`config.mk`:
```
export PLATFORM = sky130hd
export DESIGN_NAME = tdp_rem_unit
export DESIGN_NICKNAME = d
export VERILOG_FILES = /design/src/rtl/tdp_pkg.sv /design/src/rtl/tdp_rem_unit.sv
export SDC_FILE = /design/constraint.sdc
export NUM_CORES = 1
export LEC_CHECK = 0
export ABC_AREA = 1
export BUFFER_PORTS_ARGS = -buffer_cell sky130_fd_sc_hd__clkbuf_2
export CAP_MARGIN = 10
export CORE_UTILIZATION = 55
export DETAILED_ROUTE_END_ITERATION = 8
export PLACE_DENSITY = 0.8
export SYNTH_ARGS = -nofsm -noshare
export SYNTH_HDL_FRONTEND = slang
export SYNTH_SLANG_ARGS = --single-unit
```
`constraint.sdc`:
```
create_clock -name clk_i -period 2.5 [get_ports clk_i]
set_input_delay 0.125 -clock clk_i [delete_from_list [all_inputs] [get_ports clk_i]]
set_output_delay 0.125 -clock clk_i [all_outputs]
set_load 0.005 [all_outputs]
```
`src/rtl/tdp_pkg.sv`:
```
// Shared types for the trial-division prime test.
`default_nettype none

package tdp_pkg;

  typedef enum logic [1:0] {
    ST_IDLE,
    ST_DIV,
    ST_OUT
  } state_e;

  typedef struct packed {
    logic busy;
    logic done;
  } div_stat_t;

endpackage

`default_nettype wire

```
`src/rtl/tdp_rem_unit.sv`:
```
// Bit-serial restoring divider: quotient and remainder, one bit per cycle.
`default_nettype none

module tdp_rem_unit #(
  parameter int unsigned VALUE_WIDTH = 32
) (
  input  wire logic                   clk_i,
  input  wire logic                   rst_ni,
  input  wire logic                   start_i,
  input  wire logic [VALUE_WIDTH-1:0] dividend_i,
  input  wire logic [VALUE_WIDTH-1:0] divisor_i,
  output logic      [VALUE_WIDTH-1:0] quot_o,
  output logic      [VALUE_WIDTH-1:0] rem_o,
  output tdp_pkg::div_stat_t          stat_o
);
  localparam int unsigned CntW = $clog2(VALUE_WIDTH + 1);

  logic [CntW-1:0]        cnt_q, cnt_d;
  logic                   done_q, done_d;
  logic [VALUE_WIDTH-1:0] quot_q, quot_d;
  logic [VALUE_WIDTH-1:0] rem_q, rem_d;
  logic [VALUE_WIDTH-1:0] dsr_q, dsr_d;
  logic [VALUE_WIDTH:0]   rem_sh;
  logic [VALUE_WIDTH:0]   rem_sub;
  logic                   fits;

  always_comb begin
    rem_sh  = {rem_q, quot_q[VALUE_WIDTH-1]};
    rem_sub = rem_sh - {1'b0, dsr_q};
    fits    = rem_sh >= {1'b0, dsr_q};
    cnt_d   = cnt_q;
    done_d  = 1'b0;
    quot_d  = quot_q;
    rem_d   = rem_q;
    dsr_d   = dsr_q;
    if (start_i && (cnt_q == '0)) begin
      cnt_d  = CntW'(VALUE_WIDTH);
      quot_d = dividend_i;
      rem_d  = '0;
      dsr_d  = divisor_i;
    end else if (cnt_q != '0) begin
      cnt_d  = cnt_q - CntW'(1);
      done_d = (cnt_q == CntW'(1));
      rem_d  = fits ? rem_sub[VALUE_WIDTH-1:0] : rem_sh[VALUE_WIDTH-1:0];
      quot_d = {quot_q[VALUE_WIDTH-2:0], fits};
    end
  end

  always_ff @(posedge clk_i or negedge rst_ni) begin
    if (!rst_ni) begin
      cnt_q  <= '0;
      done_q <= 1'b0;
    end else begin
      cnt_q  <= cnt_d;
      done_q <= done_d;
    end
  end

  always_ff @(posedge clk_i) begin
    quot_q <= quot_d;
    rem_q  <= rem_d;
    dsr_q  <= dsr_d;
  end

  assign quot_o      = quot_q;
  assign rem_o       = rem_q;
  assign stat_o.busy = (cnt_q != '0);
  assign stat_o.done = done_q;

endmodule

`default_nettype wire

```
==> flow_summary.json, run 1 <==
{
  "status": "finished, final reports clean",
  "core-area_um2": 12200,
  "die_x_um": 115,
  "fin_crit_ps": 2300,
  "gp_congestion": 1.02,
  "ys_types": 41,
  "die_area_um2": 13200,
  "fin_crit_sh_pct": 91.8,
  "critical_path.top_delay_family": "simple AND/OR/NAND/NOR gates",
  "fmax_ghz": 0.436,
  "wl_per_cell_um": 13.4,
  "fin_cells": 1333,
  "cts_buffers": 9,
  "cp-end-kind": "flop",
  "ioPinCount": 133,
  "htree_levels": 3,
  "p_seq_share_pct": 30.0,
  "skew_ps": 11.3,
  "hold_ws_ps": 26.1,
  "path_class": "reg -> reg",
  "sw_frac_of_total_pct": 45.7,
  "most-common-layout-cells": "nand2_1 (408), inv_1 (177), clkbuf_2 (132)",
  "grt_first_pass_wirelength_um": 29400,
  "row_count": 40,
  "clk_path_buf_depth": 2,
  "arrival_ps": 2550,
  "slowest_stage": "edfxtp_1",
  "ir_worst_vdd_uv": 692,
  "drtAntennaViolNets": 0,
  "leakage_nw": 4.66,
  "clk_latency_ps": 360,
  "place_inst": 1282,
  "vias": 6487,
  "fin_util_pct": 69.2,
  "grt_max_degree": 65,
  "drv_slew": 0,
  "diodes": 0,
  "area_growth_pct": 21.0,
  "drtIter0Drc": 391,
  "netlist_instances": 993,
  "power_density_nw_per_um2": 1190,
  "p_sw_mw": 4.60,
  "viasPerCell": 4.87,
  "finalPower_mw": 10.1,
  "cp.required_ps": 2750,
  "start_util_pct": 57.2,
  "synthesis.nets": 1095,
  "ys_ff_latch": 103,
  "fin_ws_ps": 204,
  "pre_cts_ws_ps": 166,
  "port_buffers": 132,
  "dr.pass1.iters": 5,
  "drc": 0,
  "clock-sinks": 103,
  "track_usage_pct": 29.0,
  "cts-root-buf": "clkbuf_16",
  "syn_area_um2": 6990,
  "slowest_delay_ps": 340,
  "finalInstanceArea_um2": 8450,
  "crit_top_cell": "nand2_1",
  "placed_cell_area_um2": 7820,
  "grt_pass1_vias": 6142,
  "grt_setup_unrepaired": "false",
  "drv_cap": 0,
  "clkTransAtPathRegs_ps": 80,
  "relSlewSlack_pct": 62.7,
  "layout-drive-gt1-share_pct": 17.0,
  "synth_area_per_cell_um2": 7.04,
  "hold_path_class": "in -> reg",
  "tns_ps": 0,
  "cp-start-kind": "flop",
  "die_height_um": 115,
  "worst_pin_slew_ps": 559,
  "final_common_cell": "nand2_1",
  "pwr-share-comb_pct": 56.1,
  "drt_wl_total_um": 17900,
  "antenna_found_initial": 0,
  "critPathBufInv": 2,
  "hold_viol": 0,
  "yosys_warnings": 0,
  "path_cells": "inv_1, ha_1, nand2_1, nor2_1, nand2_1, nor2_2, inv_2, nor2_8, nor2_8, nand2_8, nand3_1, nand2_1, nand2_1",
  "setup_violations": 0,
  "crit_fanout": 32,
  "synth_seq_area_share_pct": 39.2,
  "overflow": 0,
  "dpl.hpwl_um": 13400,
  "cts_tree": "built",
  "p_int_mw": 5.47,
  "nNetsFinal": 1262,
  "clkPwrFrac_pct": 14.0
}
==> layer usage <==
metal  track usage, %  wire length, um  up-vias  share of wire (%)
li1                 -                -     3407                  -
met1             36.1             7960     2883                 44
met3             6.91             1030       26                5.7
met2             49.7             8520      171                 48
met5                0                0        -                  0
met4             9.35              389        0                2.2
==> cell families (layout without fill, tap and decap cells) <==
| group | after synthesis | after routing | synth area share [%] |
|---|---|---|---|
| AOI/OAI and AO/OA | 43 | 43 | 3.42 |
| xor gates and xnor gates | 17 | 17 | 2.13 |
| adders and majority gates | 35 | 35 | 6.37 |
| buffers and inverters | 212 | 384 | 12.4 |
| DFF | 103 | 103 | 39.2 |
| and+or+nand+nor | 583 | 583 | 36.6 |
==> cells in the mapped netlist (all sizes together) <==
library cell  instances  area share [%]
nand4                10            0.90
a31oi                 1           0.090
dfxtp                32             9.2
a21oi                22             1.6
and2                  1           0.090
xor2                  3            0.38
ha                   34             6.1
xnor2                14             1.8
o22ai                 1           0.090
nor3                  5            0.43
nand3b               15             1.8
o21bai                4            0.43
nor4                  2            0.39
dfrtp                 7             2.5
nand3                82             6.2
o21a                  2            0.21
edfxtp               64              27
buf                  18             1.9
nor2                 52             3.8
a211oi                1            0.11
inv                 185             9.9
o21ai                12            0.86
clkbuf                4            0.21
clkinv                5            0.27
fa                    1            0.29
nand2               416              23
==> repair_timing <==
action                                 4_1_cts  5_1_grt
resized for setup                            0        0
setup endpoints to repair                    0       25
endpoints found under the hold margin       39        0
setup buffers                                0        2
hold buffers                                33        0
==> power by group through the flow <==
stage	combinational, mW	clock, mW	sequential [mW]
floorplan	3.98	0	3.01
global placement	5.40	0	3.03
detailed placement	5.49	0	3.04
CTS	5.58	1.43	3.02
global route	6.43	1.50	3.12
finish	5.65	1.41	3.02
==> flip-flops by register name (all words and copies together) (netlist names) <==
signal	cells
cnt_q	6
dsr_q	32
done_q	1
rem_o	32
quot_o	32
==> layout make-up <==
type,count,area [um^2]
fill,1107,3760
inverter,190,713
tap,168,210
multi-input combinational,678,3390
timing repair buffer,178,1110
clock inverter,7,66.3
sequential,103,2740
clock buffer,9,225
==> worst paths after layout <==
path,slack [ps],startpoint,cells past startpoint,to
max reg2reg,200,dsr_q[15]$_DFFE_PP_,13,rem_o[26]$_SDFFE_PP0P_
min,30,dividend_i[16],3,quot_o[16]$_DFFE_PP_
min reg2reg,480,rem_o[16]$_SDFFE_PP0P_,2,rem_o[16]$_SDFFE_PP0P_
max in group asynchronous,2200,rst_ni,2,cnt_q[2]$_DFFE_PN0P_
min in group asynchronous,130,rst_ni,2,done_q$_DFF_PN0_
max,200,dsr_q[15]$_DFFE_PP_,13,rem_o[26]$_SDFFE_PP0P_
==> worst register-to-register path, stage by stage, from the launching register on <==
cell	delay (ps)
edfxtp_1	340
inv_1	50
ha_1	340
nand2_1	120
nor2_1	280
nand2_1	150
nor2_2	140
inv_2	70
nor2_8	130
nor2_8	60
nand2_8	200
nand3_1	160
nand2_1	100
nand2_1	50
Power figures use the tool's default switching activity.
==> inputs of run 2 (changes only) <==
--- a/config.mk
+++ b/config.mk
@@ -11,6 +11,7 @@
 export CORE_UTILIZATION = 55
 export DETAILED_ROUTE_END_ITERATION = 8
 export PLACE_DENSITY = 0.8
+export RECOVER_POWER = 100
 export SYNTH_ARGS = -nofsm -noshare
 export SYNTH_HDL_FRONTEND = slang
 export SYNTH_SLANG_ARGS = --single-unit
==> run 2 against run 1 <==
Critical path depth unchanged. Sequential share of layout area increased by 0.26 points. Clock skew decreased by 1.7 ps. Sequential power about the same. Critical path type unchanged. Via count increased by 0.35%. Combinational power decreased by 2%. First-iteration DRC count decreased by 9.0%. Count of clock-buffer cells in the layout unchanged. Final cell count unchanged. Final area decreased by 0.80%. Worst setup slack got worse by 1.2 ps. Register-to-register slack about the same.
==> flow_summary.json, run 2 (synthesis gave the netlist of run 1 again) <==
{
  "power_density_nw_per_um2": 1190,
  "dr.pass1.iters": 5,
  "crit_fanout": 32,
  "viasPerCell": 4.88,
  "hold_viol": 0,
  "endpoint": "rem_o[26]$_SDFFE_PP0P_",
  "drtAntennaViolNets": 0,
  "htree_levels": 3,
  "start_util_pct": 57.2,
  "reg2reg_from": "dsr_q[15]$_DFFE_PP_",
  "skew_ps": 9.61,
  "crit_top_cell": "nand2_1",
  "tns_ps": 0,
  "drv_cap": 0,
  "fin_crit_sh_pct": 91.9,
  "die_area_um2": 13200,
  "grt_first_pass_wirelength_um": 29400,
  "area_growth_pct": 20.0,
  "drv_slew": 0,
  "ff2ff_path_depth": 13,
  "most-common-layout-cells": "nand2_1 (408), inv_1 (178), clkbuf_2 (97)",
  "cts_tree": "built",
  "hold_path_class": "in -> reg",
  "relSlewSlack_pct": 62.5,
  "clock-sinks": 103,
  "nNetsFinal": 1262,
  "final_common_cell": "nand2_1",
  "grt_setup_unrepaired": "false",
  "wl_per_cell_um": 13.4,
  "crit_start": "dsr_q[15]$_DFFE_PP_",
  "ioPinCount": 133,
  "core-area_um2": 12200,
  "clk_latency_ps": 370,
  "fin_ws_ps": 203,
  "drt_wl_total_um": 17900,
  "worst_pin_slew_ps": 561,
  "cts_buffers": 9,
  "r2r_slack_ps": 200,
  "grt_pass1_vias": 6142,
  "cp-start-kind": "flop",
  "cp-end-kind": "flop",
  "die_height_um": 115,
  "critical_path.top_delay_family": "simple AND/OR/NAND/NOR gates",
  "clkTransAtPathRegs_ps": 70,
  "slowest_stage": "edfxtp_1",
  "port_buffers": 132,
  "cp.required_ps": 2760,
  "worstSetupPathDepth": 13,
  "status": "finished, final reports clean",
  "dpl.hpwl_um": 13400,
  "pre_cts_ws_ps": 166,
  "clk_path_buf_depth": 2,
  "setup_violations": 0,
  "overflow": 0,
  "layout-drive-gt1-share_pct": 13.5,
  "diodes": 0,
  "path_cells": "inv_1, ha_1, nand2_1, nor2_1, nand2_1, nor2_2, inv_2, nor2_8, nor2_8, nand2_8, nand3_1, nand2_1, nand2_1",
  "critPathBufInv": 2,
  "r2r_end": "rem_o[26]$_SDFFE_PP0P_",
  "antenna_found_initial": 0,
  "path_class": "reg -> reg",
  "fin_crit_ps": 2300,
  "vias": 6510,
  "ir_worst_vdd_uv": 668,
  "gp_congestion": 1.02,
  "cts-root-buf": "clkbuf_16",
  "die_x_um": 115,
  "drc": 0,
  "track_usage_pct": 29.0,
  "cts_resized": 0,
  "slowest_delay_ps": 340,
  "grt_max_degree": 65,
  "row_count": 40,
  "leakage_nw": 4.55,
  "drtIter0Drc": 356,
  "arrival_ps": 2550,
  "fmax_ghz": 0.435
}
==> run 2: cell count changes in the layout (fill, tap and decap cells not counted) <==
cell / before / now
clkbuf_2: 132 / 97
buf_1: 0 / 1
nand3_1: 77 / 80
o21ai_0: 1 / 4
nor3_1: 4 / 5
inv_2: 8 / 7
inv_1: 177 / 178
clkbuf_4: 0 / 1
clkbuf_1: 0 / 35
buf_4: 11 / 9
nor3_2: 1 / 0
o21ai_1: 11 / 8
nand3_2: 5 / 2
==> run 2: stage by stage <==
| stage | instances | hold slack [ps] | utilization (%) | area [um^2] | power, mW |
|---|---|---|---|---|---|
| floorplan | 993 | -171 | - | 6990 | 6.99 |
| global placement | 1282 | -29.5 | 64.0 | 7820 | 8.43 |
| detailed placement | 1282 | -27.4 | 64.0 | 7820 | 8.53 |
| CTS | 1331 | 19.2 | 69.1 | 8440 | 10.0 |
| global route | 1333 | 17.7 | 68.7 | 8390 | 10.9 |
| finish | 1333 | 24.5 | 68.7 | 8390 | 9.97 |
==> run 2: tightest hold or removal path: stages <==
cell,delay (ps)
clkbuf_2,70
nand2_1,40
nand2_1,50
==> run 2: cell type report <==
cell class / count / area, um^2
sequential: 103 / 2740
clock buffer: 9 / 225
tap: 168 / 210
multi-input combinational: 678 / 3370
inverter: 190 / 713
timing repair buffer: 178 / 1070
clock inverter: 7 / 66.3
fill: 1136 / 3820
==> run 2: how the worst min path moves through the flow <==
stage          slack [ps]      startpoint  cells past startpoint              endpoint
6_report               20  dividend_i[29]                      3  quot_o[29]$_DFFE_PP_
5_1_grt                20   dividend_i[5]                      3   quot_o[5]$_DFFE_PP_
4_1_cts                20  dividend_i[27]                      3  quot_o[27]$_DFFE_PP_
3_5_place_dp          -30          rst_ni                      1      done_q$_DFF_PN0_
3_3_place_gp          -30          rst_ni                      1      done_q$_DFF_PN0_
2_1_floorplan        -170          rst_ni                      0  cnt_q[0]$_DFFE_PN0P_
==> run 2: layer usage <==
layer | global-route usage [%] | vias up | part of all wire [%]
li1 | - | 3403 | -
met5 | 0 | - | 0
met3 | 6.91 | 27 | 6.6
met1 | 36.1 | 2883 | 44
met4 | 9.35 | 0 | 2.3
met2 | 49.7 | 197 | 48
==> run 2: power breakdown <==
part           internal (mW)  leakage, nW  total [mW]  switching, mW
Sequential              2.55        0.959        3.01          0.468
Clock                  0.699        0.141        1.40          0.705
Combinational           2.15         3.45        5.55           3.41
==> run 2: repair_timing <==
item | in CTS | in global routing
hold endpoints to repair | 39 | 0
hold buffers | 33 | 0
buffers inserted | 0 | 2
setup endpoints to repair | 0 | 25
==> inputs of run 3 (changes only) <==
--- a/config.mk
+++ b/config.mk
@@ -5,12 +5,11 @@
 export SDC_FILE = /design/constraint.sdc
 export NUM_CORES = 1
 export LEC_CHECK = 0
-export ABC_AREA = 1
 export BUFFER_PORTS_ARGS = -buffer_cell sky130_fd_sc_hd__clkbuf_2
 export CAP_MARGIN = 10
 export CORE_UTILIZATION = 55
 export DETAILED_ROUTE_END_ITERATION = 8
-export PLACE_DENSITY = 0.8
+export PLACE_DENSITY = 0.82
 export RECOVER_POWER = 100
 export SYNTH_ARGS = -nofsm -noshare
 export SYNTH_HDL_FRONTEND = slang
==> constraint.sdc (replaced) <==
create_clock -name clk_i -period 2.5 [get_ports clk_i]
set_input_delay 0.25 -clock clk_i [delete_from_list [all_inputs] [get_ports clk_i]]
set_output_delay 0.25 -clock clk_i [all_outputs]
set_load 0.005 [all_outputs]
==> run 3 against run 2 <==
The run now ends with setup timing left. Sequential share of layout area grew 1.0 points. Final area shrank 3.0%. Global-route usage grew 1.2 points. Die area shrank 15%. Non-clock buffer count grew 72. Critical path type unchanged. Largest power group unchanged.
==> flow_summary.json, run 3 <==
{
  "synth_area_leaders": "edfxtp_1 (32%), dfxtp_1 (11%), ha_1 (7.2%)",
  "crit_start": "dsr_q[9]$_DFFE_PP_",
  "antenna_found_initial": 1,
  "relSlewSlack_pct": 67.5,
  "clkTransAtPathRegs_ps": 120,
  "fin_crit_sh_pct": 110,
  "overflow": 0,
  "synthesis.nets": 675,
  "netlist_instances": 573,
  "cp.required_ps": 2830,
  "skew_ps": 25.8,
  "most-common-layout-cells": "clkbuf_2 (109), buf_4 (85), edfxtp_1 (64)",
  "ir_worst_vdd_uv": 731,
  "cp-start-kind": "flop",
  "drv_cap": 0,
  "port_buffers": 132,
  "path_class": "reg -> reg",
  "area_growth_pct": 37.0,
  "drtIter0Drc": 599,
  "ff2ff_path_depth": 12,
  "synth_edf_count": 64,
  "yosys_warnings": 0,
  "synthXorXnorAreaFrac_pct": 4.43,
  "power_density_nw_per_um2": 1490,
  "vias": 5876,
  "clk_latency_ps": 410,
  "crit_top_cell": "nand2_1",
  "hold_viol": 0,
  "syn_area_um2": 5930,
  "finalPower_mw": 12.1,
  "r2r_end": "rem_o[0]$_SDFFE_PP0P_",
  "reg2reg_from": "dsr_q[9]$_DFFE_PP_",
  "endpoint": "rem_o[0]$_SDFFE_PP0P_",
  "synth_top_family_by_area": "compound AO/OA/AOI/OAI gates",
  "critical_path.top_delay_family": "simple AND/OR/NAND/NOR gates",
  "arrival_ps": 3080,
  "critPathBufInv": 3,
  "ioPinCount": 133,
  "final_common_cell": "clkbuf_2",
  "clock-sinks": 103,
  "multi_input_area_um2": 3360,
  "muxShareOfSynthArea_pct": 10.3,
  "path_cells": "inv_2, ha_4, buf_4, nand2_1, nor2_1, and4_1, a21oi_1, a32oi_4, buf_6, mux2i_1, nand2_1, o31ai_2",
  "viasPerCell": 6.19,
  "synth-main-ff-cell": "edfxtp_1",
  "track_usage_pct": 30.2,
  "setup_violations": 33,
  "fin_crit_ps": 2750,
  "crit_fanout": 8,
  "fmax_ghz": 0.364,
  "fin_util_pct": 78.4,
  "gp_congestion": 0.949,
  "worst_pin_slew_ps": 488,
  "worstSetupPathDepth": 12,
  "status": "finished, violations left",
  "layout-drive-gt1-share_pct": 40.8,
  "fillers": 632,
  "core-area_um2": 10400,
  "start_util_pct": 57.2,
  "dr.pass1.iters": 6,
  "ys_top_cells_by_count": "edfxtp_1 (64), nand2_1 (52), a21oi_1 (46), inv_1 (46), ha_1 (34)",
  "synth_most_common_cell": "edfxtp_1",
  "synth_seq_area_share_pct": 46.1,
  "cts_tree": "built",
  "row_count": 37,
  "grt_first_pass_wirelength_um": 26100,
  "ys_types": 64,
  "synth_compound_area_share_pct": 16.8,
  "grt_pass1_vias": 5430,
  "leakage_nw": 3.51,
  "hold_path_class": "in -> reg",
  "clk_path_buf_depth": 2,
  "htree_levels": 3,
  "die_height_um": 106,
  "die_area_um2": 11200,
  "synth_area_leader_cell": "edfxtp_1",
  "slowest_delay_ps": 400,
  "drtAntennaViolNets": 0,
  "grt_max_degree": 33,
  "synthArstFlopShare_pct": 6.80,
  "wl_per_cell_um": 20.6,
  "drc": 0,
  "synth_area_per_cell_um2": 10.4,
  "cts-root-buf": "clkbuf_8",
  "grt_setup_unrepaired": "true",
  "slowest_stage": "edfxtp_1",
  "synth-adder-area-share_pct": 7.51,
  "yosysTopAreaCellShare_pct": 32.4,
  "ys_ff_latch": 103,
  "drt_wl_total_um": 19500,
  "dpl.hpwl_um": 11400,
  "die_x_um": 106,
  "fin_ws_ps": -248,
  "seqCellArea_um2": 2740,
  "nNetsFinal": 910,
  "cts_buffers": 9,
  "cp-end-kind": "flop",
  "r2r_slack_ps": -250,
  "drv_slew": 0,
  "yosys.area_share.simple_pct": 9.38,
  "violations": "setup timing"
}
[run 3: changes by cell type after synthesis, sizes merged, moves of 13 or more]
cell	previous run	this run
nand2	416	52
mux2	0	33
nor2	52	16
inv	185	47
o21ai	12	52
a21o	0	13
mux2i	0	24
nand3b	15	0
a21oi	22	48
nand3	82	11
[run 3: per-stage QoR]
stage	instance area (um^2)	hold WS (ps)	TNS [ps]	std cells	setup WS (ps)
floorplan	5980	-45.6	-11.6	573	-11.6
global placement	7380	91.0	-301	908	-55.1
detailed placement	7380	98.2	-2560	908	-169
CTS	7930	5.31	-245	939	-55.3
global route	8130	2.22	-7540	950	-337
finish	8130	4.00	-4440	950	-248
[run 3: area by class of cell]
cell class / instances / area share [%]
Inverter: 48 / 2.31
Clock inverter: 6 / 0.646
Antenna cell: 1 / 0.0308
Tap cell: 136 / 2.09
Sequential cell: 103 / 33.7
Clock buffer: 10 / 1.57
Timing Repair Buffer: 250 / 18.4
Multi-Input combinational cell: 396 / 41.3
[run 3: power breakdown]
part / switching (mW) / internal [mW] / total, mW
registers: 0.510 / 2.58 / 3.09
clock network: 0.662 / 0.381 / 1.04
logic: 4.06 / 3.95 / 8.01
total: 5.24 / 6.91 / 12.1
[run 3: worst reg2reg max path: cells and delay by family, from the launching register on]
family	cells	cell delay, ps
DFF	1	400
buffers and inverters	3	400
adders and majority gates	1	300
AOI/OAI and AO/OA	3	460
muxes	1	280
and+or+nand+nor	4	810
[run 3: logic make-up (layout without fill, tap and decap cells)]
kind of cell	after synthesis	after routing
adders and majority gates	35	35
DFF	103	103
muxes	57	57
buffers and inverters	74	314
xor gates and xnor gates	30	30
other	0	1
AOI/OAI and AO/OA	158	158
and+or+nand+nor	116	116
[run 3: worst min-delay path by stage]
stage | depth (start not counted) | slack [ps] | from | to
after CTS | 1 | 5 | divisor_i[31] | dsr_q[31]$_DFFE_PP_
final | 1 | 4 | divisor_i[31] | dsr_q[31]$_DFFE_PP_
after detailed placement | 1 | 100 | rst_ni | cnt_q[2]$_DFFE_PN0P_
after global placement | 1 | 90 | rst_ni | done_q$_DFF_PN0_
after global routing | 1 | 2 | divisor_i[1] | dsr_q[1]$_DFFE_PP_
after floorplan | 0 | -50 | rst_ni | cnt_q[0]$_DFFE_PN0P_
[run 3: layer usage]
layer	wire (um)	vias up	GRT usage, %
li1	-	2544	-
met1	7250	2768	36.9
met2	9280	426	50.9
met3	1850	138	4.39
met4	1170	0	17.3
met5	0	-	0
[run 3: what timing repair did]
item | in CTS | in global routing
hold buffers | 1 | 0
resized for setup | 41 | 54
buffers inserted | 13 | 13
pin swaps | 20 | 27
endpoints found under the setup margin | 32 | 33
cloned | 1 | 1
hold endpoints to repair | 7 | 0
